$ cat config.mk
export PLATFORM = sky130hd
export DESIGN_NAME = first_fit_arena_allocator
export DESIGN_NICKNAME = d
export VERILOG_FILES = /design/src/sv/ffa_pkg.sv /design/src/sv/ffa_ram.sv /design/src/sv/ffa_scan.sv /design/src/sv/first_fit_arena_allocator.sv
export SDC_FILE = /design/constraint.sdc
export NUM_CORES = 2
export LEC_CHECK = 0
export CORE_UTILIZATION = 45
export DETAILED_ROUTE_END_ITERATION = 6
export DONT_BUFFER_PORTS = 1
export SYNTH_ARGS = -nofsm -noshare
export SYNTH_HDL_FRONTEND = slang
export SYNTH_SLANG_ARGS = --single-unit
$ cat constraint.sdc
create_clock -name clk -period 18 [get_ports clk]
set_input_delay 1.8 -clock clk [delete_from_list [all_inputs] [get_ports clk]]
set_output_delay 1.8 -clock clk [all_outputs]
set_load 0.01 [all_outputs]
$ cat src/sv/ffa_pkg.sv
`timescale 1ns / 1ps

package ffa_pkg;

  localparam int DEF_CHUNK_SLOTS = 16;
  localparam int DEF_OFFSET_BITS = 20;

  localparam int REQ_SIZE_W  = 21;
  localparam int ADDR_W      = 20;
  localparam int SZ_W        = 22;
  localparam int STATUS_W    = 3;
  localparam int BYTES_W     = 21;
  localparam int COUNT_W     = 5;
  localparam int CFG_INDEX_W = 1;
  localparam int CFG_DATA_W  = 21;
  localparam int ALIGN_W     = 4;

  localparam int ARENA_RESET = 262144;
  localparam int ALIGN_RESET = 4;

  localparam logic REQ_ALLOC = 1'b0;
  localparam logic REQ_FREE  = 1'b1;

  localparam logic [CFG_INDEX_W-1:0] REG_ARENA = 1'd0;
  localparam logic [CFG_INDEX_W-1:0] REG_ALIGN = 1'd1;

  localparam logic [STATUS_W-1:0] ST_OK         = 3'd0;
  localparam logic [STATUS_W-1:0] ST_ZERO_SIZE  = 3'd1;
  localparam logic [STATUS_W-1:0] ST_NO_FIT     = 3'd2;
  localparam logic [STATUS_W-1:0] ST_BAD_FREE   = 3'd3;
  localparam logic [STATUS_W-1:0] ST_TABLE_FULL = 3'd4;

  typedef struct packed {
    logic best_hit;
    logic prev_hit;
    logic next_hit;
    logic fhole_hit;
    logic uhole_hit;
    logic match_hit;
  } scan_flags_t;

endpackage

$ cat src/sv/ffa_ram.sv
`timescale 1ns / 1ps

module ffa_ram import ffa_pkg::*; #(
  parameter int DEPTH  = DEF_CHUNK_SLOTS,
  parameter int IDX_W  = 4,
  parameter int BASE_W = DEF_OFFSET_BITS,
  parameter int LEN_W  = DEF_OFFSET_BITS + 1
) (
  input  logic              clk,
  input  logic              we,
  input  logic [IDX_W-1:0]  waddr,
  input  logic [BASE_W-1:0] wbase,
  input  logic [LEN_W-1:0]  wlen,
  input  logic [IDX_W-1:0]  raddr,
  output logic [BASE_W-1:0] rbase,
  output logic [LEN_W-1:0]  rlen
);

  logic [BASE_W+LEN_W-1:0] mem [DEPTH];
  logic [BASE_W+LEN_W-1:0] rdata;

  always_ff @(posedge clk) begin
    if (we) begin
      mem[waddr] <= {wbase, wlen};
    end
  end

  always_ff @(posedge clk) begin
    rdata <= mem[raddr];
  end

  assign rbase = rdata[BASE_W+LEN_W-1:LEN_W];
  assign rlen  = rdata[LEN_W-1:0];

endmodule

$ cat src/sv/ffa_scan.sv
`timescale 1ns / 1ps

module ffa_scan import ffa_pkg::*; #(
  parameter int IDX_W  = 4,
  parameter int BASE_W = DEF_OFFSET_BITS,
  parameter int LEN_W  = DEF_OFFSET_BITS + 1
) (
  input  logic              clk,
  input  logic              rst,
  input  logic              clr,
  input  logic              en,
  input  logic [IDX_W-1:0]  slot,
  input  logic              fv,
  input  logic [BASE_W-1:0] fbase,
  input  logic [LEN_W-1:0]  flen,
  input  logic              uv,
  input  logic [BASE_W-1:0] ubase,
  input  logic [LEN_W-1:0]  ulen,
  input  logic [BASE_W-1:0] fb,
  input  logic              addr_fits,
  input  logic [SZ_W-1:0]   sz,
  output scan_flags_t       flags,
  output logic [IDX_W-1:0]  best_idx,
  output logic [BASE_W-1:0] best_base,
  output logic [LEN_W-1:0]  best_len,
  output logic [IDX_W-1:0]  prev_idx,
  output logic [BASE_W-1:0] prev_base,
  output logic [LEN_W-1:0]  prev_len,
  output logic [IDX_W-1:0]  next_idx,
  output logic [BASE_W-1:0] next_base,
  output logic [LEN_W-1:0]  next_len,
  output logic [IDX_W-1:0]  fhole_idx,
  output logic [IDX_W-1:0]  uhole_idx,
  output logic [IDX_W-1:0]  match_idx,
  output logic [LEN_W-1:0]  match_len
);

  localparam int SCMP_W = (LEN_W > SZ_W) ? LEN_W : SZ_W;

  logic fit;
  logic below;
  logic take_best;
  logic take_prev;
  logic take_next;
  logic take_fhole;
  logic take_uhole;
  logic take_match;

  always_comb begin
    fit        = fv && (SCMP_W'(flen) >= SCMP_W'(sz));
    below      = fbase <= fb;
    take_best  = fit && (!flags.best_hit || fbase < best_base);
    take_prev  = fv && below && (!flags.prev_hit || fbase > prev_base);
    take_next  = fv && !below && (!flags.next_hit || fbase < next_base);
    take_fhole = !fv && !flags.fhole_hit;
    take_uhole = !uv && !flags.uhole_hit;
    take_match = uv && addr_fits && (ubase == fb) && !flags.match_hit;
  end

  always_ff @(posedge clk) begin
    if (rst || clr) begin
      flags <= '0;
    end else if (en) begin
      flags.best_hit  <= flags.best_hit  | take_best;
      flags.prev_hit  <= flags.prev_hit  | take_prev;
      flags.next_hit  <= flags.next_hit  | take_next;
      flags.fhole_hit <= flags.fhole_hit | take_fhole;
      flags.uhole_hit <= flags.uhole_hit | take_uhole;
      flags.match_hit <= flags.match_hit | take_match;
    end
  end

  always_ff @(posedge clk) begin
    if (en) begin
      if (take_best) begin
        best_idx  <= slot;
        best_base <= fbase;
        best_len  <= flen;
      end
      if (take_prev) begin
        prev_idx  <= slot;
        prev_base <= fbase;
        prev_len  <= flen;
      end
      if (take_next) begin
        next_idx  <= slot;
        next_base <= fbase;
        next_len  <= flen;
      end
      if (take_fhole) begin
        fhole_idx <= slot;
      end
      if (take_uhole) begin
        uhole_idx <= slot;
      end
      if (take_match) begin
        match_idx <= slot;
        match_len <= ulen;
      end
    end
  end

endmodule

$ cat src/sv/first_fit_arena_allocator.sv
// One request at a time: in_stall holds off a new request until the result word is
// committed, after the single scan of both chunk tables at one slot per cycle.
// Reset (synchronous, active high) restores a 262144-byte arena as one free
// chunk, alignment 16, empty used table; there is no clearing pass.
`timescale 1ns / 1ps

module first_fit_arena_allocator import ffa_pkg::*; #(
  parameter int CHUNK_SLOTS = DEF_CHUNK_SLOTS,
  parameter int OFFSET_BITS = DEF_OFFSET_BITS
) (
  input  logic                   clk,
  input  logic                   rst,
  input  logic                   in_valid,
  output logic                   in_stall,
  input  logic                   req_type,
  input  logic [REQ_SIZE_W-1:0]  req_size,
  input  logic [ADDR_W-1:0]      req_addr,
  output logic                   out_valid,
  input  logic                   out_stall,
  output logic [STATUS_W-1:0]    status,
  output logic [ADDR_W-1:0]      addr_out,
  output logic [BYTES_W-1:0]     used_bytes,
  output logic [BYTES_W-1:0]     free_bytes,
  output logic [COUNT_W-1:0]     used_count,
  output logic [COUNT_W-1:0]     free_count,
  input  logic                   cfg_write,
  input  logic [CFG_INDEX_W-1:0] cfg_index,
  input  logic [CFG_DATA_W-1:0]  cfg_data
);

  localparam int IDX_W   = $clog2(CHUNK_SLOTS);
  localparam int CNT_W   = $clog2(CHUNK_SLOTS + 1);
  localparam int BASE_W  = OFFSET_BITS;
  localparam int LEN_W   = OFFSET_BITS + 1;
  localparam int SUM_W   = LEN_W + 1;
  localparam int AX_W    = (ADDR_W > BASE_W) ? ADDR_W : BASE_W;
  localparam int ARENA_W = (CFG_DATA_W > LEN_W) ? CFG_DATA_W : LEN_W;

  localparam logic [ARENA_W-1:0] ARENA_MAX = ARENA_W'(1) << OFFSET_BITS;
  localparam logic [ARENA_W-1:0] ARENA_RST_RAW = ARENA_W'(ARENA_RESET);
  localparam logic [LEN_W-1:0] ARENA_RST =
    LEN_W'((ARENA_RST_RAW > ARENA_MAX) ? ARENA_MAX : ARENA_RST_RAW);
  localparam logic [CNT_W-1:0] LAST = CNT_W'(CHUNK_SLOTS);

  localparam logic [1:0] S_IDLE   = 2'd0;
  localparam logic [1:0] S_SCAN   = 2'd1;
  localparam logic [1:0] S_CALC   = 2'd2;
  localparam logic [1:0] S_DECIDE = 2'd3;

  logic [1:0]             state;
  logic [1:0]             state_next;
  logic [CNT_W-1:0]       cnt;
  logic                   rd_en_q;
  logic [IDX_W-1:0]       rd_idx_q;
  logic                   req_free;
  logic [SZ_W-1:0]        sz_q;
  logic [BASE_W-1:0]      fb_q;
  logic                   fits_q;
  logic [LEN_W-1:0]       arena_bytes;
  logic [ALIGN_W-1:0]     align_log2;
  logic [CHUNK_SLOTS-1:0] free_valid;
  logic [CHUNK_SLOTS-1:0] used_valid;
  logic                   fresh;
  logic [LEN_W-1:0]       used_total;
  logic [LEN_W-1:0]       free_total;
  logic [CNT_W-1:0]       used_cnt;
  logic [CNT_W-1:0]       free_cnt;
  logic [LEN_W-1:0]       alloc_addr;
  logic [LEN_W-1:0]       alloc_rem;
  logic                   join_prev;
  logic                   join_next;

  logic                   accept;
  logic                   commit;
  logic [SZ_W-1:0]        align_mask;
  logic [SZ_W-1:0]        sz_calc;
  logic [ARENA_W-1:0]     cfg_ext;
  logic [LEN_W-1:0]       arena_new;
  logic [IDX_W-1:0]       rd_addr;

  logic [BASE_W-1:0]      fram_base;
  logic [LEN_W-1:0]       fram_len;
  logic [BASE_W-1:0]      uram_base;
  logic [LEN_W-1:0]       uram_len;
  logic [BASE_W-1:0]      fr_base;
  logic [LEN_W-1:0]       fr_len;

  scan_flags_t            flags;
  logic [IDX_W-1:0]       best_idx;
  logic [BASE_W-1:0]      best_base;
  logic [LEN_W-1:0]       best_len;
  logic [IDX_W-1:0]       prev_idx;
  logic [BASE_W-1:0]      prev_base;
  logic [LEN_W-1:0]       prev_len;
  logic [IDX_W-1:0]       next_idx;
  logic [BASE_W-1:0]      next_base;
  logic [LEN_W-1:0]       next_len;
  logic [IDX_W-1:0]       fhole_idx;
  logic [IDX_W-1:0]       uhole_idx;
  logic [IDX_W-1:0]       match_idx;
  logic [LEN_W-1:0]       match_len;

  logic [STATUS_W-1:0]    st;
  logic                   free_we;
  logic [IDX_W-1:0]       free_waddr;
  logic [BASE_W-1:0]      free_wbase;
  logic [LEN_W-1:0]       free_wlen;
  logic                   used_we;
  logic                   fv_we;
  logic [IDX_W-1:0]       fv_idx;
  logic                   fv_val;
  logic                   uv_we;
  logic [IDX_W-1:0]       uv_idx;
  logic                   uv_val;
  logic [LEN_W-1:0]       used_total_next;
  logic [LEN_W-1:0]       free_total_next;
  logic [CNT_W-1:0]       used_cnt_next;
  logic [CNT_W-1:0]       free_cnt_next;

  assign in_stall = (state != S_IDLE);
  assign accept   = in_valid && !in_stall;
  assign commit   = (state == S_DECIDE) && (!out_valid || !out_stall);
  assign rd_addr  = cnt[IDX_W-1:0];

  always_comb begin
    align_mask = (SZ_W'(1) << align_log2) - SZ_W'(1);
    sz_calc    = (SZ_W'(req_size) + align_mask) & ~align_mask;
    cfg_ext    = ARENA_W'(cfg_data);
    arena_new  = LEN_W'((cfg_ext > ARENA_MAX) ? ARENA_MAX : cfg_ext);
  end

  always_comb begin
    if (fresh && rd_idx_q == '0) begin
      fr_base = '0;
      fr_len  = arena_bytes;
    end else begin
      fr_base = fram_base;
      fr_len  = fram_len;
    end
  end

  ffa_ram #(
    .DEPTH  (CHUNK_SLOTS),
    .IDX_W  (IDX_W),
    .BASE_W (BASE_W),
    .LEN_W  (LEN_W)
  ) u_free_ram (
    .clk   (clk),
    .we    (free_we && commit),
    .waddr (free_waddr),
    .wbase (free_wbase),
    .wlen  (free_wlen),
    .raddr (rd_addr),
    .rbase (fram_base),
    .rlen  (fram_len)
  );

  ffa_ram #(
    .DEPTH  (CHUNK_SLOTS),
    .IDX_W  (IDX_W),
    .BASE_W (BASE_W),
    .LEN_W  (LEN_W)
  ) u_used_ram (
    .clk   (clk),
    .we    (used_we && commit),
    .waddr (uhole_idx),
    .wbase (BASE_W'(alloc_addr)),
    .wlen  (LEN_W'(sz_q)),
    .raddr (rd_addr),
    .rbase (uram_base),
    .rlen  (uram_len)
  );

  ffa_scan #(
    .IDX_W  (IDX_W),
    .BASE_W (BASE_W),
    .LEN_W  (LEN_W)
  ) u_scan (
    .clk       (clk),
    .rst       (rst),
    .clr       (accept),
    .en        ((state == S_SCAN) && rd_en_q),
    .slot      (rd_idx_q),
    .fv        (free_valid[rd_idx_q]),
    .fbase     (fr_base),
    .flen      (fr_len),
    .uv        (used_valid[rd_idx_q]),
    .ubase     (uram_base),
    .ulen      (uram_len),
    .fb        (fb_q),
    .addr_fits (fits_q),
    .sz        (sz_q),
    .flags     (flags),
    .best_idx  (best_idx),
    .best_base (best_base),
    .best_len  (best_len),
    .prev_idx  (prev_idx),
    .prev_base (prev_base),
    .prev_len  (prev_len),
    .next_idx  (next_idx),
    .next_base (next_base),
    .next_len  (next_len),
    .fhole_idx (fhole_idx),
    .uhole_idx (uhole_idx),
    .match_idx (match_idx),
    .match_len (match_len)
  );

  always_comb begin
    state_next = state;
    unique case (state)
      S_IDLE: begin
        if (in_valid) begin
          state_next = S_SCAN;
        end
      end
      S_SCAN: begin
        if (cnt == LAST) begin
          state_next = S_CALC;
        end
      end
      S_CALC: begin
        state_next = S_DECIDE;
      end
      S_DECIDE: begin
        if (commit) begin
          state_next = S_IDLE;
        end
      end
      default: begin
        state_next = S_IDLE;
      end
    endcase
  end

  always_comb begin
    st              = ST_OK;
    free_we         = 1'b0;
    free_waddr      = best_idx;
    free_wbase      = best_base;
    free_wlen       = alloc_rem;
    used_we         = 1'b0;
    fv_we           = 1'b0;
    fv_idx          = best_idx;
    fv_val          = 1'b0;
    uv_we           = 1'b0;
    uv_idx          = uhole_idx;
    uv_val          = 1'b1;
    used_total_next = used_total;
    free_total_next = free_total;
    used_cnt_next   = used_cnt;
    free_cnt_next   = free_cnt;
    if (!req_free) begin
      priority if (sz_q == '0) begin
        st = ST_ZERO_SIZE;
      end else if (!flags.best_hit) begin
        st = ST_NO_FIT;
      end else if (!flags.uhole_hit) begin
        st = ST_TABLE_FULL;
      end else begin
        free_we         = 1'b1;
        used_we         = 1'b1;
        uv_we           = 1'b1;
        fv_we           = (alloc_rem == '0);
        used_total_next = used_total + LEN_W'(sz_q);
        free_total_next = free_total - LEN_W'(sz_q);
        used_cnt_next   = used_cnt + CNT_W'(1);
        free_cnt_next   = free_cnt - CNT_W'(alloc_rem == '0);
      end
    end else begin
      priority if (!flags.match_hit) begin
        st = ST_BAD_FREE;
      end else if (!join_prev && !join_next && !flags.fhole_hit) begin
        st = ST_TABLE_FULL;
      end else begin
        free_we         = 1'b1;
        uv_we           = 1'b1;
        uv_idx          = match_idx;
        uv_val          = 1'b0;
        used_total_next = used_total - match_len;
        free_total_next = free_total + match_len;
        used_cnt_next   = used_cnt - CNT_W'(1);
        priority if (join_prev) begin
          free_waddr = prev_idx;
          free_wbase = prev_base;
          free_wlen  = prev_len + match_len + (join_next ? next_len : '0);
          fv_we      = join_next;
          fv_idx     = next_idx;
          fv_val     = 1'b0;
          free_cnt_next = free_cnt - CNT_W'(join_next);
        end else if (join_next) begin
          free_waddr = next_idx;
          free_wbase = fb_q;
          free_wlen  = match_len + next_len;
        end else begin
          free_waddr    = fhole_idx;
          free_wbase    = fb_q;
          free_wlen     = match_len;
          fv_we         = 1'b1;
          fv_idx        = fhole_idx;
          fv_val        = 1'b1;
          free_cnt_next = free_cnt + CNT_W'(1);
        end
      end
    end
  end

  always_ff @(posedge clk) begin
    if (rst) begin
      state       <= S_IDLE;
      cnt         <= '0;
      rd_en_q     <= 1'b0;
      out_valid   <= 1'b0;
      arena_bytes <= ARENA_RST;
      align_log2  <= ALIGN_W'(ALIGN_RESET);
      free_valid  <= CHUNK_SLOTS'(ARENA_RST != '0);
      used_valid  <= '0;
      fresh       <= 1'b1;
      used_total  <= '0;
      free_total  <= ARENA_RST;
      used_cnt    <= '0;
      free_cnt    <= CNT_W'(ARENA_RST != '0);
    end else begin
      state <= state_next;
      if (accept) begin
        cnt     <= '0;
        rd_en_q <= 1'b0;
      end else if (state == S_SCAN) begin
        cnt     <= cnt + CNT_W'(1);
        rd_en_q <= (cnt != LAST);
      end
      if (cfg_write) begin
        unique case (cfg_index)
          REG_ARENA: begin
            arena_bytes <= arena_new;
            free_valid  <= CHUNK_SLOTS'(arena_new != '0);
            used_valid  <= '0;
            fresh       <= 1'b1;
            used_total  <= '0;
            free_total  <= arena_new;
            used_cnt    <= '0;
            free_cnt    <= CNT_W'(arena_new != '0);
          end
          REG_ALIGN: begin
            align_log2 <= cfg_data[ALIGN_W-1:0];
          end
          default: begin
            align_log2 <= align_log2;
          end
        endcase
      end
      if (commit) begin
        used_total <= used_total_next;
        free_total <= free_total_next;
        used_cnt   <= used_cnt_next;
        free_cnt   <= free_cnt_next;
        if (fv_we) begin
          free_valid[fv_idx] <= fv_val;
        end
        if (uv_we) begin
          used_valid[uv_idx] <= uv_val;
        end
        if (free_we && free_waddr == '0) begin
          fresh <= 1'b0;
        end
      end
      if (commit) begin
        out_valid <= 1'b1;
      end else if (out_valid && !out_stall) begin
        out_valid <= 1'b0;
      end
    end
  end

  always_ff @(posedge clk) begin
    if (accept) begin
      req_free <= (req_type == REQ_FREE);
      sz_q     <= sz_calc;
      fb_q     <= BASE_W'(req_addr);
      fits_q   <= ((AX_W'(req_addr) >> BASE_W) == '0);
    end
    if (state == S_SCAN) begin
      rd_idx_q <= rd_addr;
    end
    if (state == S_CALC) begin
      alloc_addr <= LEN_W'(best_base) + best_len - LEN_W'(sz_q);
      alloc_rem  <= best_len - LEN_W'(sz_q);
      join_prev  <= flags.prev_hit && (LEN_W'(prev_base) + prev_len == LEN_W'(fb_q));
      join_next  <= flags.next_hit && (LEN_W'(fb_q) + match_len == LEN_W'(next_base));
    end
    if (commit) begin
      status     <= st;
      addr_out   <= (st == ST_OK && !req_free) ? ADDR_W'(alloc_addr) : '0;
      used_bytes <= BYTES_W'(used_total_next);
      free_bytes <= BYTES_W'(free_total_next);
      used_count <= COUNT_W'(used_cnt_next);
      free_count <= COUNT_W'(free_cnt_next);
    end
  end

`ifndef NO_ASSERTIONS
  a_used_cnt: assert property (@(posedge clk) disable iff (rst)
    $countones(used_valid) == int'(used_cnt))
    else $error("Used chunk count disagrees with the used valid bits.");

  a_free_cnt: assert property (@(posedge clk) disable iff (rst)
    $countones(free_valid) == int'(free_cnt))
    else $error("Free chunk count disagrees with the free valid bits.");

  a_bytes: assert property (@(posedge clk) disable iff (rst)
    SUM_W'(used_total) + SUM_W'(free_total) == SUM_W'(arena_bytes))
    else $error("Used and free byte totals do not add up to the arena size.");
`endif

endmodule

Word level (Yosys, flattened, before mapping)
Memories as Yosys holds them, arrays and structs flattened. A register that Yosys moved wholly into a read port is not among the register bits.
Index checks and enable logic that the tools add are counted.
{"block": "op_classes", "n_addsub": 20, "magnitude_cmp": 11, "eq_ne": 12, "n_shift": 1, "muxes": 126, "n_bitwise": 9, "reduce_logical": 66}
{"cell": "2-to-1 mux 21 bit", "n": 26}
{"cell": "2-to-1 mux 16 bit", "n": 10}
{"cell": "adder 21 bit", "n": 5}
{"cell": "2-to-1 mux 20 bit", "n": 5}
{"cell": "2-to-1 mux 5 bit", "n": 20}
{"cell": "subtractor 21 bit", "n": 3}
{"cell": "2-to-1 mux 4 bit", "n": 13}
{"cell": "adder 20 x 21 -> 21 bit", "n": 2}
{"cell": "equality test 21 x 20 -> 1 bit", "n": 2}
{"cell": "< comparator 20 bit", "n": 2}
{"cell": "2-to-1 mux 1 bit", "n": 36}
{"cell": "bitwise mux 16 bit", "n": 2}
{"cell": "logical AND 1 bit", "n": 25}
{"cell": "adder 21 x 22 -> 22 bit", "n": 1}
{"cell": "bitwise AND 22 bit", "n": 1}
{"cell": ">= comparator 21 x 22 -> 1 bit", "n": 1}
{"cell": "logical NOT 22 bit", "n": 1}
{"cell": "inverter 22 bit", "n": 1}
{"cell": "left shift 1 x 4 -> 22 bit, first input constant", "n": 1}
{"cell": "subtractor 22 x 2 -> 22 bit, second input constant", "n": 1}
{"cell": "> comparator 21 bit, second input constant", "n": 1}
{"cell": "logical NOT 21 bit", "n": 1}
{"cell": "nonzero test 21 bit", "n": 1}
{"cell": "adder 20 bit", "n": 1}
{"cell": "31 further kinds", "n": 83}
{"block": "word_totals", "register_bits": 458, "ramBits": 1312, "input_bits": 69, "output_inout_bits": 77, "elab_cells": 293, "mem_count": 2}
{"name": "u_free_ram.mem", "depth": 16, "word_bits": 41, "rd": 1, "rd_ports_with_merged_regs": 1, "wr": 1, "line": "ffa_ram.sv:19", "text": "logic [BASE_W+LEN_W-1:0] mem [DEPTH];"}
{"name": "u_used_ram.mem", "depth": 16, "word_bits": 41, "rd": 1, "rd_ports_with_merged_regs": 1, "wr": 1, "line": "ffa_ram.sv:19"}

Depth between registers and ports, before layout
{"block": "depth", "word_depth": 13, "mapped_depth": 20}

Modules after synthesis
From an unflattened synthesis, not the netlist that was laid out.
{"block": "unflattened", "cells_unflattened": 5569, "hier_area_um2": 83621.4}
{"module": "ffa_ram", "instances": 2, "cells_each": 1066, "area_each_um2": 25369.3, "seq_area_each_um2": 20519.7}
{"module": "first_fit_arena_allocator", "instances": 1, "cells_each": 2860, "area_each_um2": 24891.4, "seq_area_each_um2": 7337.0}
{"module": "ffa_scan", "instances": 1, "cells_each": 577, "area_each_um2": 7991.4, "seq_area_each_um2": 5165.0}

Least setup slack after synthesis
Ideal clock, no wire load.
{"block": "synth_timing", "path_type": "register to register", "startpoint": "reg rd_idx_q[0]", "endpoint": "reg u_scan.prev_base[0] (enable)", "setup_ps": 516, "arrival_time_ps": 6620, "path_slack_ps": 10864, "path_stages_with_launch": 15, "n_path_buf": 2, "synth_period_minus_slack_ps": 7136, "cell_sequence": "edfxtp_1 > clkbuf_1 > nor4_1 > clkbuf_1 > nor2b_1 > ha_1 > a21o_1 > a21o_1 > a21o_1 > a21o_1 > a21o_1 > a21oi_1 > o21ai_0 > and2_1 > a211oi_1"}
{"block": "synth_via", "elab_chain_cells": 7}
{"element": "start: declaration", "line": "first_fit_arena_allocator.sv:54", "text": "logic [IDX_W-1:0] rd_idx_q;"}
{"element": "start signal: assignment", "line": "first_fit_arena_allocator.sv:383", "text": "rd_idx_q <= rd_addr;"}
{"element": "logical NOT 4 bit *", "line": "first_fit_arena_allocator.sv:133", "text": "if (fresh && rd_idx_q == '0) begin"}
{"element": "logical AND 1 bit *", "line": "first_fit_arena_allocator.sv:133"}
{"element": "2-to-1 mux 20 bit *", "line": "first_fit_arena_allocator.sv:133"}
{"element": "net fr_base[5]", "line": "first_fit_arena_allocator.sv:85", "text": "logic [BASE_W-1:0] fr_base;"}
{"element": "less-or-equal comparator 20 bit / > comparator 20 bit (equally long branches)", "line": "ffa_scan.sv:51, ffa_scan.sv:53"}
{"element": "logical AND 1 bit / logical OR 1 bit (equally long branches)", "line": "ffa_scan.sv:53", "text": "take_prev = fv && below && (!flags.prev_hit || fbase > prev_base);"}
{"element": "logical AND 1 bit *", "line": "ffa_scan.sv:53"}
{"element": "AND reduction 2 bit (no source line) *"}
{"element": "end signal: assignment", "line": "ffa_scan.sv:82", "text": "prev_base <= fbase;"}
{"element": "end: declaration", "line": "ffa_scan.sv:27", "text": "output logic [BASE_W-1:0] prev_base,"}
The timed path passes the listed nets; every way through them passes the cells marked *. The select of a mux whose other input is x is not followed.
A chain may end at the register's enable or synchronous reset.

Worst setup path after layout
{"block": "layout_timing", "startpoint": "reg rd_idx_q[1]", "endpoint": "reg u_scan.prev_len[17] (enable)"}
{"block": "layout_via", "elab_chain_cells": 7}
{"element": "logical NOT 4 bit *", "line": "first_fit_arena_allocator.sv:133"}
{"element": "logical AND 1 bit *", "line": "first_fit_arena_allocator.sv:133"}
{"element": "2-to-1 mux 20 bit *", "line": "first_fit_arena_allocator.sv:133"}
{"element": "net fr_base[1]", "line": "first_fit_arena_allocator.sv:85"}
{"element": "less-or-equal comparator 20 bit / > comparator 20 bit (equally long branches)", "line": "ffa_scan.sv:51, ffa_scan.sv:53"}
{"element": "logical AND 1 bit / logical OR 1 bit (equally long branches)", "line": "ffa_scan.sv:53"}
{"element": "logical AND 1 bit *", "line": "ffa_scan.sv:53"}
{"element": "AND reduction 2 bit (no source line) *"}
{"element": "end signal: assignment", "line": "ffa_scan.sv:83", "text": "prev_len <= flen;"}
{"element": "end: declaration", "line": "ffa_scan.sv:28", "text": "output logic [LEN_W-1:0] prev_len,"}
Marked as above.

==> metrics <==
Util after Layout 50.7%; drt drc 0; status complete, no violations; worst min path class register to register; final hold viol count 0; crit share post-route 30.9%; Syn Area/Cell 15.5 um2; actual slew at the worst max-slew pin 1.24 ns; Worst Setup Start Kind register; Seq/Total Area, Yosys 63.8%; Via density 6.11; Iter 0 DRT Violations 5269; HPWL Detailed 152000 um; Syn. warnings 0; crit path setup slack, layout 12.43 ns; clk_lat worst skew 0.85 ns; vias in the first global route 48300; largest net degree at the start of global routing 147; Design Area, Final 94000 um2; Worst setup EP type register; GPL Wtd Cong 0.950; overall power 11.5 mW; GRT overflow 0; xor/xnor share of the synthesized area 2.33%; largest family of logic cells by synthesized area multiplexers; Tmin final 5.57 ns; required time of the critical path 18.47 ns; # setup viols final 0; Compound-Gate Fraction of Synth Area 7.40%; Clk pin slew, worst setup/hold paths 0.06 ns; Worst EP arrival 6.04 ns; area delta synth->final 12.0%; Post-Synth Simple-Gate Area 6.15%; fmax 180 MHz; Die W 434 um; CTS root buffer clkbuf_16; final wirelength 242000 um; number of synthesized register bits 1852; CTS tree built; number of synthesized flops with an enable pin 1645; Gate Count Post-Synth 5406; Post-CTS Repair Setup Buffers 0; CTS H-tree depth 4; Die H 434 um; DP Worst Slack 12.52 ns; async set or reset register ratio after synthesis 0%; clk sink count 1852; Hold-fix buffers, CTS 0; # rows 158; max-slew violations 0; CP max FO 40; port buffer count 0; average wire per standard cell 29.6 um; CTS Buf Count 188; Setup Crit Path Kind register to register; Adder-Cell Fraction of Synth Area 6.15%; core area 185000 um2; Leak 32.0 nW; Most used DFF post-synth edfxtp_1; Die ar. 188000 um2; initial antenna violation count 20; NumNets Final 5972; setup TNS 0 ns; RSZ-0062 raised after global routing no; fraction of layout instances using a drive strength above 1 16.5%; First-pass DRT Iterations 7; ANT nets after route 0; synth unique cells 77; Layout Skew 0.0320 ns; power density cells 123 nW/um2; relative slew slack 16.7%; I/O pins 146; mux cell area share after synthesis 12.2%; placed inst area 87600 um2; first-pass GRT wire length 346000 um; Max IR drop VDD 0.0929 mV; Starting Density 45.3%; via count 49900; Total GRT Usage 25.7%; post-CTS sizing 0; Netlist Area Pre-Place 84000 um2; Max Cap Viol 0; Longest Clk Path Bufs 3
metal layers:
| layer | track usage, % | vias up | part of all wire (%) |
|---|---|---|---|
| li1 | - | 21500 | - |
| met1 | 36.2 | 25900 | 42 |
| met2 | 40.0 | 2183 | 46 |
| met3 | 4.15 | 397 | 7.9 |
| met4 | 10.0 | 16 | 3.7 |
| met5 | 0 | - | 0.038 |
cells in the mapped netlist (all sizes together), types with 14 or more instances:
cell	number	area share, %
o21a	54	0.48
buf	54	0.25
o211ai	23	0.21
mux4	421	11
nor3	88	0.52
a22oi	26	0.23
dfxtp	207	4.9
xnor2	147	1.5
o31ai	14	0.13
and2	57	0.42
or2	14	0.10
xor2	76	0.79
and3	28	0.21
o221ai	16	0.17
a21oi	250	1.5
inv	241	1.1
nor2	261	1.2
nand2	283	1.3
nand3	93	0.55
a221o	17	0.20
nand3b	17	0.15
or3	26	0.19
nand2b	43	0.32
a21o	100	0.89
a31oi	40	0.30
o21ai	177	1.1
mux2	24	0.32
fa	49	1.2
clkbuf	155	0.69
nor4	24	0.18
a211oi	46	0.42
nor2b	60	0.45
nand4	38	0.28
ha	334	5.0
mux2i	47	0.56
edfxtp	1645	59
a221oi	19	0.20
o21bai	20	0.18
power by group:
group	leakage, nW	switching (mW)	internal, mW
logic	12.4	1.34	0.927
clock network	3.06	1.69	2.28
registers	16.6	0.225	5.05
worst max-delay path, cell delays in order (launching register included):
cell and delay [ns]:
edfxtp_1 0.68, nor4_2 0.33, buf_4 0.60, nor2b_1 0.29
ha_1 0.37, nor2b_1 0.13, o21ai_0 0.14, nand2b_1 0.08
a21oi_1 0.36, o22ai_1 0.11, a2111oi_0 0.37, o21ai_0 0.19
and2_1 0.23, a211oi_4 0.62, buf_4 0.61
area by class of cell:
class	count	area, um2
Timing Repair Buffer	129	1010
Sequential cell	1852	53600
Clock buffer	258	5190
Clock inverter	99	1160
Antenna cell	6	15.0
Tap cell	2480	3100
Inverter	243	917
Fill cell	15400	91400
Multi-Input combinational cell	3106	29000
registers in the layout, indices dropped and copies added (netlist names), 22 cells and up:
register and flops:
sz_q 22, u_used_ram.mem 656, u_used_ram.rdata 41, u_free_ram.rdata 41
u_free_ram.mem 656
path summary, 6_finish.rpt:
kind,start,endpoint,slack [ns],depth (start not counted)
worst max-delay path,rd_idx_q[1],u_scan.prev_len[17],12.43,14
worst min-delay path,u_used_ram.rdata[5],u_scan.match_len[5],0.40,0
worst max register to register,rd_idx_q[1],u_scan.prev_len[17],12.43,14
worst min register to register,u_used_ram.rdata[5],u_scan.match_len[5],0.40,0
per-stage QoR:
step / cells / hold slack, ns
finish: 8173 / 0.398
global route: 8168 / 0.406
CTS: 8166 / 0.402
detailed placement: 7809 / 0.389
global placement: 7809 / 0.387
floorplan: 5410 / 0.386
cells in the final DEF (no fill, tap or decap), types with 126 or more instances in the layout:
cell and n:
xnor2_1 147, ha_1 333, o21ai_0 158, nand2_1 282, mux4_2 421, clkbuf_16 190, edfxtp_1 1645, dfxtp_1 203
buf_4 126, nor2_1 231, inv_1 241, a21oi_1 248
cells by family after synthesis:
kind of cell	Yosys count
flip-flops	1852
buffers and inverters	452
multiplexers	492
adder cells (fa/ha/maj)	383
XOR/XNOR	223
other	1
AO/OA/AOI/OAI	938
AND/OR/NAND/NOR	1065
(Power assumes the default switching activity.)
